<file path="src/rtl/hctb_pkg.sv">
// Shared types, step codes and status codes of the Huffman code table builder.
`timescale 1ns / 1ps
package hctb_pkg;

   localparam int WEIGHT_W = 40;
   localparam int CODE_W   = 64;

   localparam logic CMD_LOAD = 1'b0;
   localparam logic CMD_READ = 1'b1;

   localparam logic [1:0] STAT_OK        = 2'd0;
   localparam logic [1:0] STAT_NOT_BUILT = 2'd1;
   localparam logic [1:0] STAT_RANGE     = 2'd2;

   localparam logic [4:0] OP_IDLE     = 5'd0;
   localparam logic [4:0] OP_RD_SYM   = 5'd1;
   localparam logic [4:0] OP_RD_OUT   = 5'd2;
   localparam logic [4:0] OP_HF_START = 5'd3;
   localparam logic [4:0] OP_HF_LD    = 5'd4;
   localparam logic [4:0] OP_HF_LAT   = 5'd5;
   localparam logic [4:0] OP_HF_NEXT  = 5'd6;
   localparam logic [4:0] OP_SD_RL    = 5'd7;
   localparam logic [4:0] OP_SD_RR    = 5'd8;
   localparam logic [4:0] OP_SD_CMP   = 5'd9;
   localparam logic [4:0] OP_MERGE    = 5'd10;
   localparam logic [4:0] OP_TM_TOP   = 5'd11;
   localparam logic [4:0] OP_TM_LAST  = 5'd12;
   localparam logic [4:0] OP_TM_LAT   = 5'd13;
   localparam logic [4:0] OP_PUT      = 5'd14;
   localparam logic [4:0] OP_PU       = 5'd15;
   localparam logic [4:0] OP_PU_CMP   = 5'd16;
   localparam logic [4:0] OP_ROOT_RD  = 5'd17;
   localparam logic [4:0] OP_ROOT_LAT = 5'd18;
   localparam logic [4:0] OP_POP      = 5'd19;
   localparam logic [4:0] OP_VISIT    = 5'd20;
   localparam logic [4:0] OP_LEAF     = 5'd21;
   localparam logic [4:0] OP_PUSH1    = 5'd22;
   localparam logic [4:0] OP_PUSH0    = 5'd23;
   localparam logic [4:0] OP_DONE     = 5'd24;

   typedef struct packed {
      logic [4:0] op;
      logic       accept;
      logic       take_b;
   } cmd_type;

   typedef struct packed {
      logic sd_end;
      logic sd_stop;
      logic k_zero;
      logic cnt_gt1;
      logic pu_root;
      logic pu_stop;
      logic sp_zero;
      logic v_leaf;
      logic n_one;
      logic out_free;
   } sts_type;

endpackage

</file>
<file path="src/rtl/hctb_ctrl.sv">
// Sequencer of the code table builder: request intake, heap, merge and walk steps.
`timescale 1ns / 1ps
module hctb_ctrl (
   input  logic              clock,
   input  logic              reset,
   input  logic              req_valid,
   input  logic              req_cmd,
   input  logic              req_is_last,
   output logic              req_stall,
   output hctb_pkg::cmd_type cmd,
   input  hctb_pkg::sts_type sts
);

   localparam logic [1:0] CTX_HEAPIFY = 2'd0;
   localparam logic [1:0] CTX_TAKE_A  = 2'd1;
   localparam logic [1:0] CTX_TAKE_B  = 2'd2;

   logic [4:0] state_ff, state_in;
   logic [1:0] ctx_ff, ctx_in;
   logic [4:0] sift_done;

   always_comb begin
      case (ctx_ff)
         CTX_HEAPIFY: sift_done = hctb_pkg::OP_HF_NEXT;
         CTX_TAKE_A:  sift_done = hctb_pkg::OP_TM_TOP;
         default:     sift_done = hctb_pkg::OP_PUT;
      endcase
   end

   always_comb begin
      state_in = state_ff;
      ctx_in   = ctx_ff;
      case (state_ff)
         hctb_pkg::OP_IDLE: begin
            if (req_valid) begin
               if (req_cmd == hctb_pkg::CMD_READ) begin
                  state_in = hctb_pkg::OP_RD_SYM;
               end else if (req_is_last) begin
                  state_in = hctb_pkg::OP_HF_START;
               end
            end
         end
         hctb_pkg::OP_RD_SYM: state_in = hctb_pkg::OP_RD_OUT;
         hctb_pkg::OP_RD_OUT: begin
            if (sts.out_free) state_in = hctb_pkg::OP_IDLE;
         end
         hctb_pkg::OP_HF_START: begin
            state_in = sts.n_one ? hctb_pkg::OP_MERGE : hctb_pkg::OP_HF_LD;
         end
         hctb_pkg::OP_HF_LD: state_in = hctb_pkg::OP_HF_LAT;
         hctb_pkg::OP_HF_LAT: begin
            state_in = hctb_pkg::OP_SD_RL;
            ctx_in   = CTX_HEAPIFY;
         end
         hctb_pkg::OP_HF_NEXT: begin
            state_in = sts.k_zero ? hctb_pkg::OP_MERGE : hctb_pkg::OP_HF_LD;
         end
         hctb_pkg::OP_SD_RL: begin
            if (sts.sd_end) begin
               state_in = sift_done;
               if (ctx_ff == CTX_TAKE_A) ctx_in = CTX_TAKE_B;
            end else begin
               state_in = hctb_pkg::OP_SD_RR;
            end
         end
         hctb_pkg::OP_SD_RR: state_in = hctb_pkg::OP_SD_CMP;
         hctb_pkg::OP_SD_CMP: begin
            if (sts.sd_stop) begin
               state_in = sift_done;
               if (ctx_ff == CTX_TAKE_A) ctx_in = CTX_TAKE_B;
            end else begin
               state_in = hctb_pkg::OP_SD_RL;
            end
         end
         hctb_pkg::OP_MERGE: begin
            if (sts.cnt_gt1) begin
               state_in = hctb_pkg::OP_TM_TOP;
               ctx_in   = CTX_TAKE_A;
            end else begin
               state_in = hctb_pkg::OP_ROOT_RD;
            end
         end
         hctb_pkg::OP_TM_TOP:  state_in = hctb_pkg::OP_TM_LAST;
         hctb_pkg::OP_TM_LAST: state_in = hctb_pkg::OP_TM_LAT;
         hctb_pkg::OP_TM_LAT:  state_in = hctb_pkg::OP_SD_RL;
         hctb_pkg::OP_PUT:     state_in = hctb_pkg::OP_PU;
         hctb_pkg::OP_PU: begin
            state_in = sts.pu_root ? hctb_pkg::OP_MERGE : hctb_pkg::OP_PU_CMP;
         end
         hctb_pkg::OP_PU_CMP: begin
            state_in = sts.pu_stop ? hctb_pkg::OP_MERGE : hctb_pkg::OP_PU;
         end
         hctb_pkg::OP_ROOT_RD:  state_in = hctb_pkg::OP_ROOT_LAT;
         hctb_pkg::OP_ROOT_LAT: state_in = hctb_pkg::OP_POP;
         hctb_pkg::OP_POP: begin
            state_in = sts.sp_zero ? hctb_pkg::OP_DONE : hctb_pkg::OP_VISIT;
         end
         hctb_pkg::OP_VISIT: begin
            state_in = sts.v_leaf ? hctb_pkg::OP_LEAF : hctb_pkg::OP_PUSH1;
         end
         hctb_pkg::OP_LEAF:  state_in = hctb_pkg::OP_POP;
         hctb_pkg::OP_PUSH1: state_in = hctb_pkg::OP_PUSH0;
         hctb_pkg::OP_PUSH0: state_in = hctb_pkg::OP_POP;
         hctb_pkg::OP_DONE:  state_in = hctb_pkg::OP_IDLE;
         default:            state_in = hctb_pkg::OP_IDLE;
      endcase
   end

   always_ff @(posedge clock) begin
      if (reset) begin
         state_ff <= hctb_pkg::OP_IDLE;
         ctx_ff   <= CTX_HEAPIFY;
      end else begin
         state_ff <= state_in;
         ctx_ff   <= ctx_in;
      end
   end

   assign req_stall  = (state_ff != hctb_pkg::OP_IDLE);
   assign cmd.op     = state_ff;
   assign cmd.accept = req_valid && (state_ff == hctb_pkg::OP_IDLE);
   assign cmd.take_b = (ctx_ff == CTX_TAKE_B);

endmodule

</file>
<file path="config.mk">
export PLATFORM = sky130hd
export DESIGN_NAME = hctb_ctrl
export DESIGN_NICKNAME = d
export VERILOG_FILES = /design/src/rtl/hctb_pkg.sv /design/src/rtl/hctb_ctrl.sv
export SDC_FILE = /design/constraint.sdc
export NUM_CORES = 1
export LEC_CHECK = 0
export BUFFER_PORTS_ARGS = -buffer_cell sky130_fd_sc_hd__buf_2
export CAP_MARGIN = 20
export CELL_PAD_IN_SITES_DETAIL_PLACEMENT = 1
export CELL_PAD_IN_SITES_GLOBAL_PLACEMENT = 2
export CORE_ASPECT_RATIO = 1.2
export CORE_MARGIN = 2
export CORE_UTILIZATION = 25
export CTS_BUF_LIST = sky130_fd_sc_hd__clkbuf_2 sky130_fd_sc_hd__clkbuf_4 sky130_fd_sc_hd__clkbuf_8
export DETAILED_ROUTE_END_ITERATION = 10
export PLACE_DENSITY = 0.79
export SLEW_MARGIN = 0
export SYNTH_ARGS = -nofsm -noshare
export SYNTH_HDL_FRONTEND = slang
export SYNTH_SLANG_ARGS = --single-unit
</file>
<file path="constraint.sdc">
create_clock -name clock -period 2.25 [get_ports clock]
set_input_delay 0.45 -clock clock [delete_from_list [all_inputs] [get_ports clock]]
set_output_delay 0.45 -clock clock [all_outputs]
set_load 0.01 [all_outputs]
</file>
==> summary.md, run 1 <==
| Metric | Value |
|---|---|
| Top-area cell type share of the netlist area | `0.190` |
| Reg area | `140 um^2` |
| First-pass GRT wire length | `4000 um` |
| Total die area | `3410 um^2` |
| Sequential cell fraction of total power | `0.331` |
| Mapped cell area | `739 um^2` |
| CP peak stage delay | `0.50 ns` |
| Fillers | `369` |
| Drt first pass iters | `4` |
| Combinational power share | `0.409` |
| CP max-delay cell | `dfxtp_1` |
| Initial Utilization | `0.263` |
| Util after Layout | `0.330` |
| Clk buf depth | `2` |
| Core area | `2810 um^2` |
| Cts hold-fix bufs | `0` |
| Clk root buf | `clkbuf_4` |
| Worst hold path startpoint | `reset` |
| Cell variety after synth | `37` |
| Inserted Diodes | `0` |
| Crit-path cells | `nor4_2 > and3_1 > buf_2` |
| Synth warn | `0` |
| Final hold viol count | `0` |
| Status | `finished, final reports clean` |
| H-tree Lvls | `1` |
| Pwr/cell area | `537 nW/um^2` |
| Worst-Margin Slew | `0.620 ns` |
| Setup TNS | `0 ns` |
| Leakage power | `0.000383 uW` |
| Clock Power Share | `0.260` |
| CP Class | `reg2out` |
| Worst Path Max Fanout | `20` |
| CP Launch Point | `state_ff[2]$_SDFFE_PP0P_` |
| Largest net degree at the start of global routing | `21` |
| Initial antenna violation count | `0` |
| Die Span Y | `63.6 um` |
| Gate Count Post-Synth | `110` |
| Largest cells by area after synthesis | `dfxtp_1 (19%), a21oi_1 (9.5%), nand2b_1 (5.9%)` |
| Clk sinks | `7` |
| Maximum vdd drop | `0.413 mV` |
| Yosys top cell by area | `dfxtp_1` |
| Vias in the first global route | `878` |
| Net Switching | `194 uW` |
| Most frequent cells in the layout | `buf_2 (22), a21oi_1 (14), nor2_1 (10)` |
| FF-to-FF Start | `state_ff[2]$_SDFFE_PP0P_` |
| Most common cell after layout, fill and taps aside | `buf_2` |
| Share of layout cells above drive strength 1 | `0.273` |
| CP endpoint kind | `output pin` |
| Hold Slack | `0.458 ns` |
| Gr ovfl total | `0` |
| Iter 0 DRT Violations | `12` |
| Overall global routing resource usage | `0.157` |
| Drt total wl | `2410 um` |
| Total power | `498 uW` |
| Die width | `53.6 um` |
| Hold Path Depth | `2` |
| CTS tree | `built` |
| Seq cells post-synth | `7` |
| TritonCTS buffer count | `3` |
| RSZ-0062 raised after global routing | `no` |
| Row count | `21` |
| Total number of vias | `880` |
| Sw Share | `0.390` |
| Final setup fails | `0` |
| Area delta synth->final | `25.4%` |
| Worst Hold Class | `in2reg` |
| Via density | `5.30` |
| Setup Skew | `0.000629 ns` |
| Number of remaining DRC errors | `0` |
| Rel. slew slack | `0.586` |
| Clock transition at the registers of the reported paths | `0.05 ns` |
| Clk_lat worst skew | `0.26 ns` |
| Fin crit share | `0.888` |
| Max-cap viol count | `0` |
| WL/cell | `14.5 um` |
| Primary FF master, synth | `dfxtp_1` |
| Reg2reg path depth | `5` |
| Pins Over Slew Limit | `0` |
| Placed instance count | `162` |
| Internal power | `304 uW` |
| Sequential area share after synthesis | `0.190` |
| FMAX | `500 MHz` |
| Tmin final | `2.00 ns` |
| IO buf count | `22` |
| Critical path capture point | `cmd[1]` |
| GP Congestion | `0.809` |
| Crit start category | `register` |
| RR Endpoint | `ctx_ff[1]$_SDFFE_PP0P_` |
| Top-Level Pins | `23` |
| Multi-input gate area | `544 um^2` |
| Nets@finish | `148` |
| Synthesized area per cell | `6.72 um^2` |
| Antenna-violating nets left | `0` |
| HPWL after DPL | `1920 um` |
| Worst R2R Setup Slack | `0.33 ns` |
| Data arrival time of the worst path | `1.55 ns` |
| Syn Nets | `125` |
| Share of flip-flops with an asynchronous set or reset | `0` |
| CP Data Required Time | `1.80 ns` |
| Fin cells | `166` |
| Post-synth EDFFs | `0` |
## worst max-delay path: cells and delay by family, from the launching register on
family                 cells  cell delay, ns
AND/OR/NAND/NOR            2            0.67
flip-flops                 1            0.50
buffers and inverters      1            0.12
## per-layer routing
layer | share of wire | vias to the layer above | GRT usage
li1 | - | 449 | -
met1 | 0.47 | 411 | 0.213
met2 | 0.49 | 15 | 0.248
met3 | 0.026 | 5 | 0.00948
met4 | 0.021 | 0 | 0.0673
met5 | 0 | - | 0
## synthesized netlist by cell type, drive strengths merged, types with 2 or more instances
master,n
buf,4
clkbuf,5
dfxtp,7
o31ai,2
nor2b,2
a311oi,2
o21ai,6
inv,6
and3b,4
nand3b,2
a21o,2
nand2b,7
nor2,10
nor4,2
nand2,8
a21oi,14
nand3,4
and3,2
a31oi,5
## layout make-up
class / instances / area share
clock buffers: 4 / 0.0324
inverters: 6 / 0.0243
multi-input cells: 88 / 0.587
flip-flops and latches: 7 / 0.151
well taps: 34 / 0.0459
repair buffers: 27 / 0.159
## cells by family (layout without fill, tap and decap cells)
family | after synthesis | after routing | synth area share
simple gates | 48 | 48 | 0.374
compound gates | 39 | 39 | 0.340
buf+inv | 15 | 37 | 0.0829
flops | 7 | 7 | 0.190
mux | 1 | 1 | 0.0135
## how the worst min path moves through the flow
stage	endpoint	slack, ns
finish	ctx_ff[1]$_SDFFE_PP0P_	0.46
global route	ctx_ff[1]$_SDFFE_PP0P_	0.47
CTS	ctx_ff[1]$_SDFFE_PP0P_	0.45
detailed placement	ctx_ff[0]$_SDFFE_PP0P_	0.56
global placement	ctx_ff[0]$_SDFFE_PP0P_	0.56
floorplan	ctx_ff[0]$_SDFFE_PP0P_	0.49
## flip-flops by register name (all words and copies together) (netlist names)
register	cells
state_ff	5
ctx_ff	2
## stage by stage
| stage | worst slack (ns) | cell area (um^2) |
|---|---|---|
| after floorplan | 0.604 | 739 |
| after detailed placement | 0.362 | 891 |
| after global routing | 0.0924 | 927 |
| after CTS | 0.132 | 921 |
| final | 0.251 | 927 |
| after global placement | 0.414 | 891 |
## power by group through the flow
| stage | combinational, uW | clock, uW | sequential (uW) |
|---|---|---|---|
| 2_1_floorplan | 139 | 0 | 152 |
| 3_3_place_gp | 203 | 0 | 166 |
| 3_5_place_dp | 201 | 0 | 167 |
| 4_1_cts | 203 | 135 | 165 |
| 5_1_grt | 228 | 142 | 170 |
| 6_report | 204 | 129 | 165 |
## what timing repair did
| item | CTS | global route |
|---|---|---|
| endpoints found under the hold margin | 0 | 0 |
| endpoints found under the setup margin | 0 | 1 |
| resized for setup | 0 | 1 |
| buffers inserted | 0 | 0 |
(Power assumes the default switching activity.)
==> inputs of run 2 (changes only) <==
CORE_UTILIZATION = 27   (was 25)
PLACE_DENSITY = 0.84   (was 0.79)
==> summary.md, run 2 (same netlist as run 1, synthesis figures left out) <==
| Metric | Value |
|---|---|
| RSZ-0062 raised after global routing | `no` |
| Total die area | `3180 um^2` |
| Max reg flops | `5` |
| Nets@finish | `147` |
| CP endpoint kind | `output pin` |
| Drt first pass iters | `4` |
| Most frequent cells in the layout | `buf_2 (22), a21oi_1 (14), nor2_1 (10)` |
| H-tree Lvls | `1` |
| Maximum vdd drop | `0.200 mV` |
| Drt total wl | `2480 um` |
| Pins Over Slew Limit | `0` |
| Row count | `20` |
| Clk buf depth | `2` |
| Clk root buf | `clkbuf_4` |
| Fin crit share | `0.884` |
| Tmin final | `1.99 ns` |
| Share of layout cells above drive strength 1 | `0.267` |
| Data arrival time of the worst path | `1.54 ns` |
| Largest net degree at the start of global routing | `21` |
| Worst Path Max Fanout | `20` |
| Most flop-heavy register | `state_ff` |
| CTS tree | `built` |
| Iter 0 DRT Violations | `9` |
| Antenna-violating nets left | `0` |
| Status | `finished, final reports clean` |
| Setup Skew | `0.00748 ns` |
| Clk_lat worst skew | `0.25 ns` |
| FMAX | `503 MHz` |
| Number of remaining DRC errors | `0` |
| Most common cell after layout, fill and taps aside | `buf_2` |
| Clk sinks | `7` |
| CP Class | `reg2out` |
| Cts hold-fix bufs | `0` |
| Worst Hold Class | `in2reg` |
| Max-cap viol count | `0` |
| Top flop regs | `state_ff (5), ctx_ff (2)` |
| GP Congestion | `0.823` |
| Vias in the first global route | `854` |
| Setup TNS | `0 ns` |
| First-pass GRT wire length | `3900 um` |
| Via density | `5.55` |
| Fin cells | `164` |
| Clock transition at the registers of the reported paths | `0.06 ns` |
| Die width | `51.8 um` |
| Fillers | `353` |
| Area delta synth->final | `24.2%` |
| WL/cell | `15.1 um` |
| TritonCTS buffer count | `3` |
| CP Data Required Time | `1.80 ns` |
| Rel. slew slack | `0.575` |
| IO buf count | `22` |
| Final hold viol count | `0` |
| Final setup fails | `0` |
| Initial antenna violation count | `0` |
| Total setup buffers inserted after CTS | `0` |
| Die Span Y | `61.3 um` |
| Inserted Diodes | `0` |
| Gr ovfl total | `0` |
| Design area | `918 um^2` |
| Placed instance count | `160` |
| Leakage power | `0.000377 uW` |
| Core area | `2580 um^2` |
| Cell Area, Placed | `882 um^2` |
| Top-Level Pins | `23` |
| Total number of vias | `910` |
| Initial Utilization | `0.287` |
| Crit start category | `register` |
| HPWL after DPL | `1890 um` |
| Worst-Margin Slew | `0.636 ns` |
| CTS resizes | `0` |
| Pwr/cell area | `543 nW/um^2` |
| Overall global routing resource usage | `0.165` |
run 2: cell count changes in the layout (fill, tap and decap cells not counted), sizes merged:
cell	before	now
buf	27	26
run 2: final cells by class:
type	instances	area, um^2	area share
multi-input combinational	88	544	0.593
sequential	7	140	0.153
timing repair buffer	26	140	0.153
tap	33	41.3	0.0450
clock buffer	4	30.0	0.0327
inverter	6	22.5	0.0245
run 2: report_power, final:
part           total [uW]  switching (uW)  internal [uW]  leakage (uW)
sequential            170            35.9            134     0.0000568
combinational         202             113           89.2      0.000302
clock                 126            46.7           79.7     0.0000184
total                 499             196            303      0.000377
run 2: critical path, stage by stage (launching register included):
cell,delay (ns)
dfxtp_1,0.51
nor4_2,0.47
and3_1,0.20
buf_2,0.12
run 2: final timing paths:
kind | startpoint | endpoint | slack (ns) | depth (start not counted)
hold / removal | reset | ctx_ff[1]$_SDFFE_PP0P_ | 0.46 | 2
setup / recovery | state_ff[2]$_SDFFE_PP0P_ | cmd[1] | 0.26 | 3
hold reg to reg | ctx_ff[0]$_SDFFE_PP0P_ | ctx_ff[0]$_SDFFE_PP0P_ | 0.57 | 2
setup reg to reg | state_ff[2]$_SDFFE_PP0P_ | ctx_ff[1]$_SDFFE_PP0P_ | 0.33 | 5
run 2: layer usage:
layer,GRT usage,share of wire,vias to the layer above
met5,0,0,-
met4,0.0865,0.022,0
met3,0.0267,0.040,8
met2,0.284,0.48,23
met1,0.197,0.45,429
li1,-,-,450
run 2: stage by stage:
stage               hold WS, ns  total power (uW)  setup slack (ns)  utilization
floorplan                 0.494               291             0.604            -
CTS                       0.455               502             0.140        0.354
global route              0.459               540             0.141        0.356
global placement          0.550               369             0.411        0.342
detailed placement        0.559               371             0.349        0.342
finish                    0.455               499             0.262        0.356
==> inputs of run 3 (changes only) <==
PLACE_DENSITY = unset   (was 0.84)
PLACE_DENSITY_LB_ADDON = 0.05   (was unset)
==> summary.md, run 3 (same netlist as run 1, synthesis figures left out) <==
| Metric | Value |
|---|---|
| Status | `finished, final reports clean` |
| Total setup buffers inserted after CTS | `0` |
| Top-Level Pins | `23` |
| Reg2reg path depth | `5` |
| Core area | `2580 um^2` |
| TritonCTS buffer count | `3` |
| Setup TNS | `0 ns` |
| Iter 0 DRT Violations | `12` |
| Largest net degree at the start of global routing | `21` |
| IO buf count | `22` |
| Area delta synth->final | `26.2%` |
| CTS resizes | `0` |
| Final setup fails | `0` |
| Worst Path Max Fanout | `20` |
| Worst Hold Class | `in2reg` |
| CP peak stage delay | `0.51 ns` |
| Via density | `5.43` |
| Max-cap viol count | `0` |
| H-tree Lvls | `1` |
| Cts hold-fix bufs | `0` |
| Rel. slew slack | `0.565` |
| Nets@finish | `149` |
| Inserted Diodes | `0` |
| HPWL after DPL | `2020 um` |
| Pins Over Slew Limit | `0` |
| Clk_lat worst skew | `0.25 ns` |
| Total power | `499 uW` |
| Data arrival time of the worst path | `1.59 ns` |
| CTS tree | `built` |
| Clk root buf | `clkbuf_4` |
| Clock transition at the registers of the reported paths | `0.05 ns` |
| RR Endpoint | `ctx_ff[1]$_SDFFE_PP0P_` |
| Crit-path cells | `nor4_2 > and3_1 > buf_2` |
| Die Span Y | `61.3 um` |
| Initial Utilization | `0.287` |
| Row count | `20` |
| Drt total wl | `2530 um` |
| Top delay family on crit path | `simple AND/OR/NAND/NOR gates` |
| Setup Skew | `0.00469 ns` |
| Top flop regs | `state_ff (5), ctx_ff (2)` |
| Initial antenna violation count | `0` |
| CP Buf/Inv Count | `1` |
| CP Launch Point | `state_ff[2]$_SDFFE_PP0P_` |
| Vias in the first global route | `861` |
| Pwr/cell area | `534 nW/um^2` |
| CP max-delay cell | `dfxtp_1` |
| Antenna-violating nets left | `0` |
| Clk buf depth | `2` |
| CP Depth | `3` |
| CP Data Required Time | `1.80 ns` |
| Most common cell after layout, fill and taps aside | `buf_2` |
| Final hold viol count | `0` |
| Gr ovfl total | `0` |
| Max reg flops | `5` |
| Worst-Margin Slew | `0.651 ns` |
| Clk sinks | `7` |
| WL/cell | `15.2 um` |
| Most flop-heavy register | `state_ff` |
| Maximum vdd drop | `0.378 mV` |
| Crit start category | `register` |
| CP Class | `reg2out` |
| CP endpoint kind | `output pin` |
| FMAX | `490 MHz` |
| Share of layout cells above drive strength 1 | `0.278` |
| Critical path capture point | `cmd[1]` |
| Worst R2R Setup Slack | `0.31 ns` |
| Number of remaining DRC errors | `0` |
| Total number of vias | `901` |
| Total die area | `3180 um^2` |
| Die width | `51.8 um` |
| Leakage power | `0.000388 uW` |
| Drt first pass iters | `4` |
| Most frequent cells in the layout | `buf_2 (22), a21oi_1 (14), nor2_1 (10)` |
| Tmin final | `2.04 ns` |
| Fin crit share | `0.906` |
| Overall global routing resource usage | `0.174` |
| GP Congestion | `0.780` |
| RSZ-0062 raised after global routing | `no` |
| FF-to-FF Start | `state_ff[2]$_SDFFE_PP0P_` |
| First-pass GRT wire length | `4140 um` |
## run 3: power breakdown
| part | switching, uW | total [uW] | internal [uW] |
|---|---|---|---|
| logic | 118 | 208 | 89.8 |
| registers | 31.3 | 165 | 134 |
| clock network | 45.2 | 125 | 79.7 |
## run 3: stage by stage
| step | utilization | hold WS (ns) | area (um^2) | cells | worst slack, ns |
|---|---|---|---|---|---|
| 2_1_floorplan | - | 0.494 | 739 | 110 | 0.604 |
| 3_3_place_gp | 0.348 | 0.562 | 897 | 162 | 0.370 |
| 3_5_place_dp | 0.348 | 0.565 | 897 | 162 | 0.351 |
| 4_1_cts | 0.360 | 0.464 | 927 | 166 | 0.0705 |
| 5_1_grt | 0.362 | 0.471 | 933 | 166 | 0.0886 |
| 6_report | 0.362 | 0.466 | 933 | 166 | 0.211 |
## run 3: final cells by class
cell class	count	area (um^2)
Clock buffer	4	30.0
Fill cell	353	1640
Timing Repair Buffer	28	155
Sequential cell	7	140
Inverter	6	22.5
Multi-Input combinational cell	88	544
Tap cell	33	41.3
## run 3: how the worst min path moves through the flow
stage | startpoint | end | slack, ns | cells after the start
2_1_floorplan | ctx_ff[0]$_SDFFE_PP0P_ | ctx_ff[0]$_SDFFE_PP0P_ | 0.49 | 2
3_3_place_gp | ctx_ff[0]$_SDFFE_PP0P_ | ctx_ff[0]$_SDFFE_PP0P_ | 0.56 | 2
3_5_place_dp | ctx_ff[0]$_SDFFE_PP0P_ | ctx_ff[0]$_SDFFE_PP0P_ | 0.57 | 2
4_1_cts | reset | ctx_ff[1]$_SDFFE_PP0P_ | 0.46 | 2
5_1_grt | reset | ctx_ff[1]$_SDFFE_PP0P_ | 0.47 | 2
6_report | reset | ctx_ff[1]$_SDFFE_PP0P_ | 0.47 | 2
## run 3: routing by layer
metal	part of all wire	vias up	wire length [um]	GRT usage
met3	0.024	2	60	0.00728
met5	0	-	0	0
li1	-	450	-	-
met1	0.48	436	1220	0.232
met4	0.0032	0	8	0.0451
met2	0.49	13	1240	0.310
